===== src/sv/plst_pkg.sv =====
// Shared constants, codes and types of the positional list store.
`timescale 1ns / 1ps

package plst_pkg;

    localparam int CAPACITY = 64;
    localparam int SLOT_W   = 6;
    localparam int DEPTH    = 64;
    localparam int CNT_W    = 7;
    localparam int VAL_W    = 32;
    localparam int OP_W     = 3;
    localparam int STAT_W   = 2;
    localparam int IN_W     = 48;
    localparam int OUT_W    = 48;

    localparam logic [DEPTH-1:0] FREE_INIT =
        (CAPACITY >= DEPTH) ? {DEPTH{1'b1}} : ((64'd1 << CAPACITY) - 64'd1);

    // operation codes
    localparam logic [OP_W-1:0] OP_INS_FRONT = 3'd0;
    localparam logic [OP_W-1:0] OP_INS_BACK  = 3'd1;
    localparam logic [OP_W-1:0] OP_INS_POS   = 3'd2;
    localparam logic [OP_W-1:0] OP_DEL_FRONT = 3'd3;
    localparam logic [OP_W-1:0] OP_DEL_BACK  = 3'd4;
    localparam logic [OP_W-1:0] OP_DEL_POS   = 3'd5;
    localparam logic [OP_W-1:0] OP_READ      = 3'd6;

    // status codes
    localparam logic [STAT_W-1:0] ST_OK      = 2'd0;
    localparam logic [STAT_W-1:0] ST_BAD_POS = 2'd1;
    localparam logic [STAT_W-1:0] ST_FULL    = 2'd2;
    localparam logic [STAT_W-1:0] ST_EMPTY   = 2'd3;

    // write requests toward the node memories
    typedef struct packed {
        logic              link_we;
        logic [SLOT_W-1:0] link_addr;
        logic [SLOT_W-1:0] link_data;
        logic              elem_we;
        logic [SLOT_W-1:0] elem_addr;
        logic [VAL_W-1:0]  elem_data;
    } t_ram_wr;

    // lowest set bit of the free map, searched as eight groups of eight
    function automatic logic [SLOT_W-1:0] lowest_free(input logic [DEPTH-1:0] map);
        logic [7:0] grp_any;
        logic [7:0] bits;
        logic [2:0] g;
        logic [2:0] b;
        logic       found_g;
        logic       found_b;
        for (int i = 0; i < 8; i++) begin
            grp_any[i] = |map[i*8 +: 8];
        end
        g = 3'd0;
        found_g = 1'b0;
        for (int i = 0; i < 8; i++) begin
            if (!found_g && grp_any[i]) begin
                g = 3'(i);
                found_g = 1'b1;
            end
        end
        bits = map[{g, 3'b000} +: 8];
        b = 3'd0;
        found_b = 1'b0;
        for (int i = 0; i < 8; i++) begin
            if (!found_b && bits[i]) begin
                b = 3'(i);
                found_b = 1'b1;
            end
        end
        return {g, b};
    endfunction

endpackage


===== src/sv/plst_node_ram.sv =====
// Element and link memories of the list nodes, one shared read address.
`timescale 1ns / 1ps

module plst_node_ram (
    input  logic                          i_clk,
    input  logic [plst_pkg::SLOT_W-1:0]   i_raddr,
    input  plst_pkg::t_ram_wr             i_wr,
    output logic [plst_pkg::SLOT_W-1:0]   o_link_q,
    output logic [plst_pkg::VAL_W-1:0]    o_elem_q
);

    logic [plst_pkg::SLOT_W-1:0] link_mem [plst_pkg::DEPTH];
    logic [plst_pkg::VAL_W-1:0]  elem_mem [plst_pkg::DEPTH];

    always_ff @(posedge i_clk) begin
        if (i_wr.link_we) begin
            link_mem[i_wr.link_addr] <= i_wr.link_data;
        end
        o_link_q <= link_mem[i_raddr];
    end

    always_ff @(posedge i_clk) begin
        if (i_wr.elem_we) begin
            elem_mem[i_wr.elem_addr] <= i_wr.elem_data;
        end
        o_elem_q <= elem_mem[i_raddr];
    end

endmodule


===== src/sv/positional_list_store.sv =====
// Top level of the positional list store: sequencer, list registers, result register.
`timescale 1ns / 1ps

// Ordered list of up to 64 signed 32-bit values kept as a linked list in two memories.
// Slave channel s_axis carries one request: op, value, 1-based position. Every request
// yields exactly one result on m_axis: status, read value, length after the operation.
// A request is taken only while the sequencer is idle; one request is in work at a time.
// An out-of-range position, a full insert, an empty delete or an unused op goes straight
// to the result without a walk; an insert or delete at position 1 follows no link.
// A positional operation at position P walks the link memory one node per cycle through
// the single read port of the node memory, to the node before P for an insert or a
// delete and to node P for a read. Back operations walk the whole list. The result
// appears in the same cycle that the next request can be accepted.
// Results sit in an output register; the next request is accepted while a result waits,
// and its own result is held in the sequencer until the output register frees up.
// Reset clears the list (empty, all slots free) and drops any pending result; the node
// memories are not cleared, as only live nodes are ever followed.

module positional_list_store (
    input  logic                         i_clk,
    input  logic                         i_rst_n,
    input  logic                         s_axis_tvalid,
    output logic                         s_axis_tready,
    input  logic [plst_pkg::IN_W-1:0]    s_axis_tdata,  // op[2:0], value[34:3], position[41:35]
    output logic                         m_axis_tvalid,
    input  logic                         m_axis_tready,
    output logic [plst_pkg::OUT_W-1:0]   m_axis_tdata   // status[1:0], read_value[33:2],
                                                        // length[40:34]
);

    localparam logic [2:0] S_IDLE      = 3'd0;
    localparam logic [2:0] S_WALK      = 3'd1;
    localparam logic [2:0] S_DEL_FIX   = 3'd2;
    localparam logic [2:0] S_LINK_NEW  = 3'd3;
    localparam logic [2:0] S_LINK_PREV = 3'd4;
    localparam logic [2:0] S_FINISH    = 3'd5;

    localparam int SW = plst_pkg::SLOT_W;
    localparam int CW = plst_pkg::CNT_W;
    localparam int VW = plst_pkg::VAL_W;

    // control state
    logic [2:0]                   r_state,     n_state;
    logic [SW-1:0]                r_head,      n_head;
    logic [plst_pkg::DEPTH-1:0]   r_free,      n_free;
    logic [CW-1:0]                r_count,     n_count;
    logic                         r_out_valid, n_out_valid;

    // payload
    logic [plst_pkg::OP_W-1:0]    r_op,        n_op;
    logic [VW-1:0]                r_value,     n_value;
    logic                         r_front,     n_front;
    logic [SW-1:0]                r_left,      n_left;
    logic [SW-1:0]                r_cur,       n_cur;
    logic [SW-1:0]                r_victim,    n_victim;
    logic [SW-1:0]                r_new,       n_new;
    logic [SW-1:0]                r_nxt,       n_nxt;
    logic [plst_pkg::STAT_W-1:0]  r_status,    n_status;
    logic [VW-1:0]                r_rdval,     n_rdval;
    logic [plst_pkg::OUT_W-1:0]   r_out_data,  n_out_data;

    logic [SW-1:0]                raddr;
    plst_pkg::t_ram_wr            ram_wr;
    logic [SW-1:0]                link_q;
    logic [VW-1:0]                elem_q;

    logic [plst_pkg::OP_W-1:0]    in_op;
    logic [VW-1:0]                in_value;
    logic [CW-1:0]                in_pos;
    logic [CW-1:0]                epos;
    logic [CW-1:0]                count_inc;
    logic                         is_insert;

    assign in_op    = s_axis_tdata[2:0];
    assign in_value = s_axis_tdata[34:3];
    assign in_pos   = s_axis_tdata[41:35];

    assign count_inc = r_count + 7'd1;
    assign is_insert = (r_op == plst_pkg::OP_INS_FRONT) || (r_op == plst_pkg::OP_INS_BACK) ||
                       (r_op == plst_pkg::OP_INS_POS);

    // effective 1-based position of the request
    always_comb begin
        case (in_op)
            plst_pkg::OP_INS_FRONT: epos = 7'd1;
            plst_pkg::OP_INS_BACK:  epos = count_inc;
            plst_pkg::OP_DEL_FRONT: epos = 7'd1;
            plst_pkg::OP_DEL_BACK:  epos = r_count;
            default:                epos = in_pos;
        endcase
    end

    assign s_axis_tready = (r_state == S_IDLE);
    assign m_axis_tvalid = r_out_valid;
    assign m_axis_tdata  = r_out_data;

    plst_node_ram u_node_ram (
        .i_clk    (i_clk),
        .i_raddr  (raddr),
        .i_wr     (ram_wr),
        .o_link_q (link_q),
        .o_elem_q (elem_q)
    );

    always_comb begin
        n_state     = r_state;
        n_head      = r_head;
        n_free      = r_free;
        n_count     = r_count;
        n_out_valid = r_out_valid;
        n_op        = r_op;
        n_value     = r_value;
        n_front     = r_front;
        n_left      = r_left;
        n_cur       = r_cur;
        n_victim    = r_victim;
        n_new       = r_new;
        n_nxt       = r_nxt;
        n_status    = r_status;
        n_rdval     = r_rdval;
        n_out_data  = r_out_data;
        raddr       = r_cur;
        ram_wr      = '0;

        if (r_out_valid && m_axis_tready) begin
            n_out_valid = 1'b0;
        end

        case (r_state)
            S_IDLE: begin
                // read port follows the head so a walk can start next cycle
                raddr = r_head;
                if (s_axis_tvalid) begin
                    n_op     = in_op;
                    n_value  = in_value;
                    n_cur    = r_head;
                    n_nxt    = r_head;
                    n_new    = plst_pkg::lowest_free(r_free);
                    n_front  = (epos == 7'd1);
                    n_status = plst_pkg::ST_OK;
                    n_rdval  = '0;
                    n_left   = '0;
                    n_state  = S_FINISH;
                    case (in_op)
                        plst_pkg::OP_INS_FRONT, plst_pkg::OP_INS_BACK,
                        plst_pkg::OP_INS_POS: begin
                            if (epos == 7'd0 || epos > count_inc) begin
                                n_status = plst_pkg::ST_BAD_POS;
                            end else if (r_count >= CW'(plst_pkg::CAPACITY)) begin
                                n_status = plst_pkg::ST_FULL;
                            end else if (epos == 7'd1) begin
                                n_state = S_LINK_NEW;
                            end else begin
                                n_left  = SW'(epos - 7'd2);
                                n_state = S_WALK;
                            end
                        end
                        plst_pkg::OP_DEL_FRONT, plst_pkg::OP_DEL_BACK,
                        plst_pkg::OP_DEL_POS: begin
                            if (in_op != plst_pkg::OP_DEL_POS && r_count == 7'd0) begin
                                n_status = plst_pkg::ST_EMPTY;
                            end else if (epos == 7'd0 || epos > r_count) begin
                                n_status = plst_pkg::ST_BAD_POS;
                            end else begin
                                n_left  = (epos == 7'd1) ? '0 : SW'(epos - 7'd2);
                                n_state = S_WALK;
                            end
                        end
                        plst_pkg::OP_READ: begin
                            if (epos == 7'd0 || epos > r_count) begin
                                n_status = plst_pkg::ST_BAD_POS;
                            end else begin
                                n_left  = SW'(epos - 7'd1);
                                n_state = S_WALK;
                            end
                        end
                        default: begin
                            n_state = S_FINISH;
                        end
                    endcase
                end
            end

            S_WALK: begin
                // link_q and elem_q hold the node at r_cur
                if (r_left != '0) begin
                    raddr  = link_q;
                    n_cur  = link_q;
                    n_left = r_left - 6'd1;
                end else if (r_op == plst_pkg::OP_READ) begin
                    n_rdval = elem_q;
                    n_state = S_FINISH;
                end else if (is_insert) begin
                    n_nxt   = link_q;
                    n_state = S_LINK_NEW;
                end else if (r_front) begin
                    // drop the head node
                    n_head  = (r_count == 7'd1) ? '0 : link_q;
                    n_free  = r_free | (64'd1 << r_cur);
                    n_count = r_count - 7'd1;
                    n_state = S_FINISH;
                end else begin
                    // fetch the victim's link
                    raddr    = link_q;
                    n_victim = link_q;
                    n_state  = S_DEL_FIX;
                end
            end

            S_DEL_FIX: begin
                ram_wr.link_we   = 1'b1;
                ram_wr.link_addr = r_cur;
                ram_wr.link_data = link_q;
                n_free  = r_free | (64'd1 << r_victim);
                n_count = r_count - 7'd1;
                if (r_count == 7'd1) begin
                    n_head = '0;
                end
                n_state = S_FINISH;
            end

            S_LINK_NEW: begin
                ram_wr.link_we   = 1'b1;
                ram_wr.link_addr = r_new;
                ram_wr.link_data = r_nxt;
                ram_wr.elem_we   = 1'b1;
                ram_wr.elem_addr = r_new;
                ram_wr.elem_data = r_value;
                n_free  = r_free & ~(64'd1 << r_new);
                n_count = count_inc;
                if (r_front) begin
                    n_head  = r_new;
                    n_state = S_FINISH;
                end else begin
                    n_state = S_LINK_PREV;
                end
            end

            S_LINK_PREV: begin
                ram_wr.link_we   = 1'b1;
                ram_wr.link_addr = r_cur;
                ram_wr.link_data = r_new;
                n_state = S_FINISH;
            end

            S_FINISH: begin
                // hold the result until the output register is free
                if (!r_out_valid || m_axis_tready) begin
                    n_out_valid = 1'b1;
                    n_out_data  = {7'd0, r_count, r_rdval, r_status};
                    n_state     = S_IDLE;
                end
            end

            default: begin
                n_state = S_IDLE;
            end
        endcase
    end

    always_ff @(posedge i_clk) begin
        if (!i_rst_n) begin
            r_state     <= S_IDLE;
            r_head      <= '0;
            r_free      <= plst_pkg::FREE_INIT;
            r_count     <= '0;
            r_out_valid <= 1'b0;
        end else begin
            r_state     <= n_state;
            r_head      <= n_head;
            r_free      <= n_free;
            r_count     <= n_count;
            r_out_valid <= n_out_valid;
        end
    end

    always_ff @(posedge i_clk) begin
        r_op       <= n_op;
        r_value    <= n_value;
        r_front    <= n_front;
        r_left     <= n_left;
        r_cur      <= n_cur;
        r_victim   <= n_victim;
        r_new      <= n_new;
        r_nxt      <= n_nxt;
        r_status   <= n_status;
        r_rdval    <= n_rdval;
        r_out_data <= n_out_data;
    end

endmodule


===== config.mk =====
export PLATFORM = sky130hd
export DESIGN_NAME = positional_list_store
export DESIGN_NICKNAME = d
export VERILOG_FILES = /design/src/sv/plst_pkg.sv /design/src/sv/plst_node_ram.sv /design/src/sv/positional_list_store.sv
export SDC_FILE = /design/constraint.sdc
export NUM_CORES = 2
export LEC_CHECK = 0
export BUFFER_PORTS_ARGS = -buffer_cell sky130_fd_sc_hd__buf_2
export CAP_MARGIN = 5
export CELL_PAD_IN_SITES_DETAIL_PLACEMENT = 2
export CELL_PAD_IN_SITES_GLOBAL_PLACEMENT = 2
export CORE_ASPECT_RATIO = 0.8
export CORE_MARGIN = 8
export CORE_UTILIZATION = 35
export CTS_CLUSTER_SIZE = 16
export DETAILED_ROUTE_END_ITERATION = 6
export PLACE_DENSITY_LB_ADDON = 0.1
export SETUP_SLACK_MARGIN = 0.15
export SLEW_MARGIN = 15
export SYNTH_ARGS = -nofsm -noshare
export SYNTH_HDL_FRONTEND = slang
export SYNTH_SLANG_ARGS = --single-unit
export TNS_END_PERCENT = 50

===== constraint.sdc =====
create_clock -name i_clk -period 6.6 [get_ports i_clk]
set_clock_uncertainty 0.2 [all_clocks]
set_input_delay 0.33 -clock i_clk [delete_from_list [all_inputs] [get_ports i_clk]]
set_output_delay 0.33 -clock i_clk [all_outputs]
set_load 0.02 [all_outputs]

==> run_results.csv <==
group,metric,value,unit
power_and_ir_drop,p_leak,39.8,nW
critical_path,required,7.14,ns
logic_synthesis,ys_seq_area_share,73.8,%
clock_network,cts_tree,"built",
routing,wl_met1,201,mm
global_routing,antenna_found_initial,34,
routing,maxUsedRoutingLayer,"met4",
critical_path,endpoint,"u_node_ram.o_elem_q[18]",
layout,final_common_cell,"edfxtp_1",
layout,final_util,40.7,%
die,die_w,637,microns
placement,port-buffer-count,88,
timing,maxSlewHeadroom,20.8,%
critical_path,crit_arrival,6.21,ns
critical_path,rr_worst_depth,13,
clock_network,cts.repair.resized,0,
global_routing,grt_pass1_wl,605,mm
routing,wl_met3,28.4,mm
timing,fin_crit,5.67,ns
global_routing,grt_max_degree,98,
timing,rsz0062_at_grt,"no",
timing,hold_slack,0.0781,ns
routing,ant_nets,0,
critical_path,reg2reg_slack,0.93,ns
clock_network,htreeDepth,5,
routing,via_per_inst,5.98,
critical_path,timing.rr.end,"u_node_ram.o_elem_q[18]",
logic_synthesis,synth_enable_flop_cells,2573,
routing,wire_per_inst,35.7,microns
die,core_area,307000,sq um
placement,numPlacedInstances,11590,
logic_synthesis,synthTopCellsByArea,"edfxtp_1 (72%), nand2_1 (5.3%), dfxtp_1 (2.2%), and3_1 (2.0%), a211oi_1 (2.0%)",
logic_synthesis,async_reset_ff_share,0,%
placement,dpl_cell_area,115000,sq um
timing,report.final.setup_viol,0,
critical_path,crit_top_cell,"buf_4",
critical_path,crit_path_end_kind,"register",
layout,final_area,125000,sq um
clock_network,cts_buffers,299,
power_and_ir_drop,ir_drop,906,uV
critical_path,critical-path-top-delay-family,"simple AND/OR/NAND/NOR gates",
routing,vias,72993,
clock_network,path_clk_slew,0.06,ns
logic_synthesis,synth_cells,7624,
logic_synthesis,syn_area_per_cell,14.2,sq um
timing,tightest_slew,1.19,ns
job,drv_cap,0,
clock_network,clockRootBuffer,"clkbuf_16",
routing,route.met2.wl,195,mm
placement,hpwl,262,mm
layout,final_nets,7991,
logic_synthesis,yosys.area.top_type,"edfxtp_1",
clock_network,insertion_delay,0.87,ns
clock_network,clock-sinks,2692,
logic_synthesis,yosysTopAreaCellShare,71.6,%
worst_hold_path,hold_class,"input port to register",
timing,drv_slew,0,
critical_path,cp_cell_sequence,"inv_1, ha_1, nor2b_1, o211ai_1, buf_4, a32oi_4, nand2_8, nor2_4, buf_4, nand3_1, o2111ai_1, nand4_1, o22a_1",
logic_synthesis,ys.flop_type,"edfxtp_1",
global_routing,overflow,0,
critical_path,worstSetupPathDepth,13,
routing,drtIter0Drc,8243,
critical_path,critPathLaunch,"r_left[0]",
timing,fmax,176,MHz
critical_path,cp_slowest_stage_delay,1.09,ns
global_routing,grt_pass1_vias,75686,
logic_synthesis,synthDistinctLibCells,103,
power_and_ir_drop,total_power,67.3,mW
timing,hold_viol,0,
die,die_y,513,microns
routing,firstDrtPassIters,6,
global_routing,grt_use_total,25.8,%
power_and_ir_drop,power.density,538,nW/um^2
placement,gp_congestion,0.802,
logic_synthesis,syn_area,108000,sq um
placement,place_ws,0.996,ns
critical_path,worstPathMaxFanout,74,
logic_synthesis,ys_seq_elements,2692,
layout,final_cell_mix,"edfxtp_1 (2573), nand2_1 (1510), nand3_1 (398)",
timing,final.setup.tns,0,ns
layout,area_growth,15.8,%
outcome,status,"finished clean",
layout,drive_above_1_share,13.6,%
die,start_util,35.1,%
timing,post-route-period-util,85.9,%
die,die_area,327000,sq um
layout,stdcell_count,12197,
critical_path,slowest_stage,"nor2_4",
critical_path,critPathLaunchType,"register",
critical_path,worst-path-buf-inv,3,
logic_synthesis,yosys_warnings,0,
routing,remaining_drc_errors,0,
die,ios,102,
critical_path,r2r_start,"r_left[0]",
critical_path,path_class,"register to register",
routing,routed_wl,436,mm
die,row_count,182,
clock_network,cts_buffer_depth,4,
timing,setup_slack,0.927,ns
cell usage after synthesis, types with 40 or more instances:
cell type and count:
nand3_1 399, nand4_1 44, and3_1 348, buf_1 69, and2_1 40, mux4_2 52, o21ai_0 122, nand2_1 1515
mux2i_1 125, edfxtp_1 2573, nor2_1 228, buf_2 181, a211oi_1 284, o211ai_1 76, a32oi_1 65, dfxtp_1 119
a31oi_1 185, nor4_1 45, a311oi_1 154, a21oi_1 134, buf_4 43, clkbuf_1 225
layer usage:
| metal | vias to the layer above | GRT usage (%) |
|---|---|---|
| met5 | - | 0 |
| met4 | 0 | 6.27 |
| met3 | 578 | 3.12 |
| met2 | 2640 | 40.0 |
| met1 | 39617 | 38.6 |
| li1 | 30158 | - |
sequential cells by signal (all words and copies together), names as in the netlist, 6 cells and up:
name,cells
u_node_ram.elem_mem,2048
r_head,6
m_axis_tdata,41
r_left,6
r_rdval,32
r_victim,6
r_count,7
r_free,64
u_node_ram.o_link_q,6
u_node_ram.link_mem,384
r_nxt,6
u_node_ram.o_elem_q,32
r_cur,6
r_value,32
r_new,6
where the power goes:
part	internal (mW)	switching (mW)	total (mW)
clock network	9.36	7.07	16.4
registers	19.5	0.532	20.0
logic	8.62	22.3	30.9
what timing repair did:
item,4_1_cts,5_1_grt
hold buffers,71,0
endpoints found under the hold margin,110,0
setup buffers,0,0
cell families after synthesis:
group	share of synthesized area, %
AOI/OAI and AO/OA	9.38
adders and majority gates	0.290
muxes	2.44
and+or+nand+nor	11.5
buffers and inverters	2.49
xor gates and xnor gates	0.146
other	0.00347
DFF	73.8
tightest hold or removal path, delay by kind of cell:
| kind | cells | cell delay [ns] |
|---|---|---|
| AO/OA/AOI/OAI | 2 | 0.32 |
| AND/OR/NAND/NOR | 2 | 0.24 |
| buffers and inverters | 1 | 0.12 |
final cells by class:
class,count,area (sq um)
Fill cell,29890,182000
Tap cell,4048,5060
Clock buffer,377,8010
Multi-Input combinational cell,4365,26500
Sequential cell,2692,79600
Timing Repair Buffer,520,4380
Inverter,36,135
Antenna cell,7,17.5
Clock inverter,152,1290
worst min path at each step:
stage	from	end	slack, ns	depth (start not counted)
6_report	s_axis_tdata[39]	r_left[4]	0.08	5
5_1_grt	s_axis_tdata[39]	r_left[4]	0.07	5
4_1_cts	s_axis_tdata[39]	r_left[4]	0.003	5
3_5_place_dp	r_rdval[22]	m_axis_tdata[24]	0.21	0
3_3_place_gp	r_rdval[16]	m_axis_tdata[18]	0.20	0
2_1_floorplan	r_status[0]	m_axis_tdata[0]	0.20	0
(Power assumes the default switching activity.)
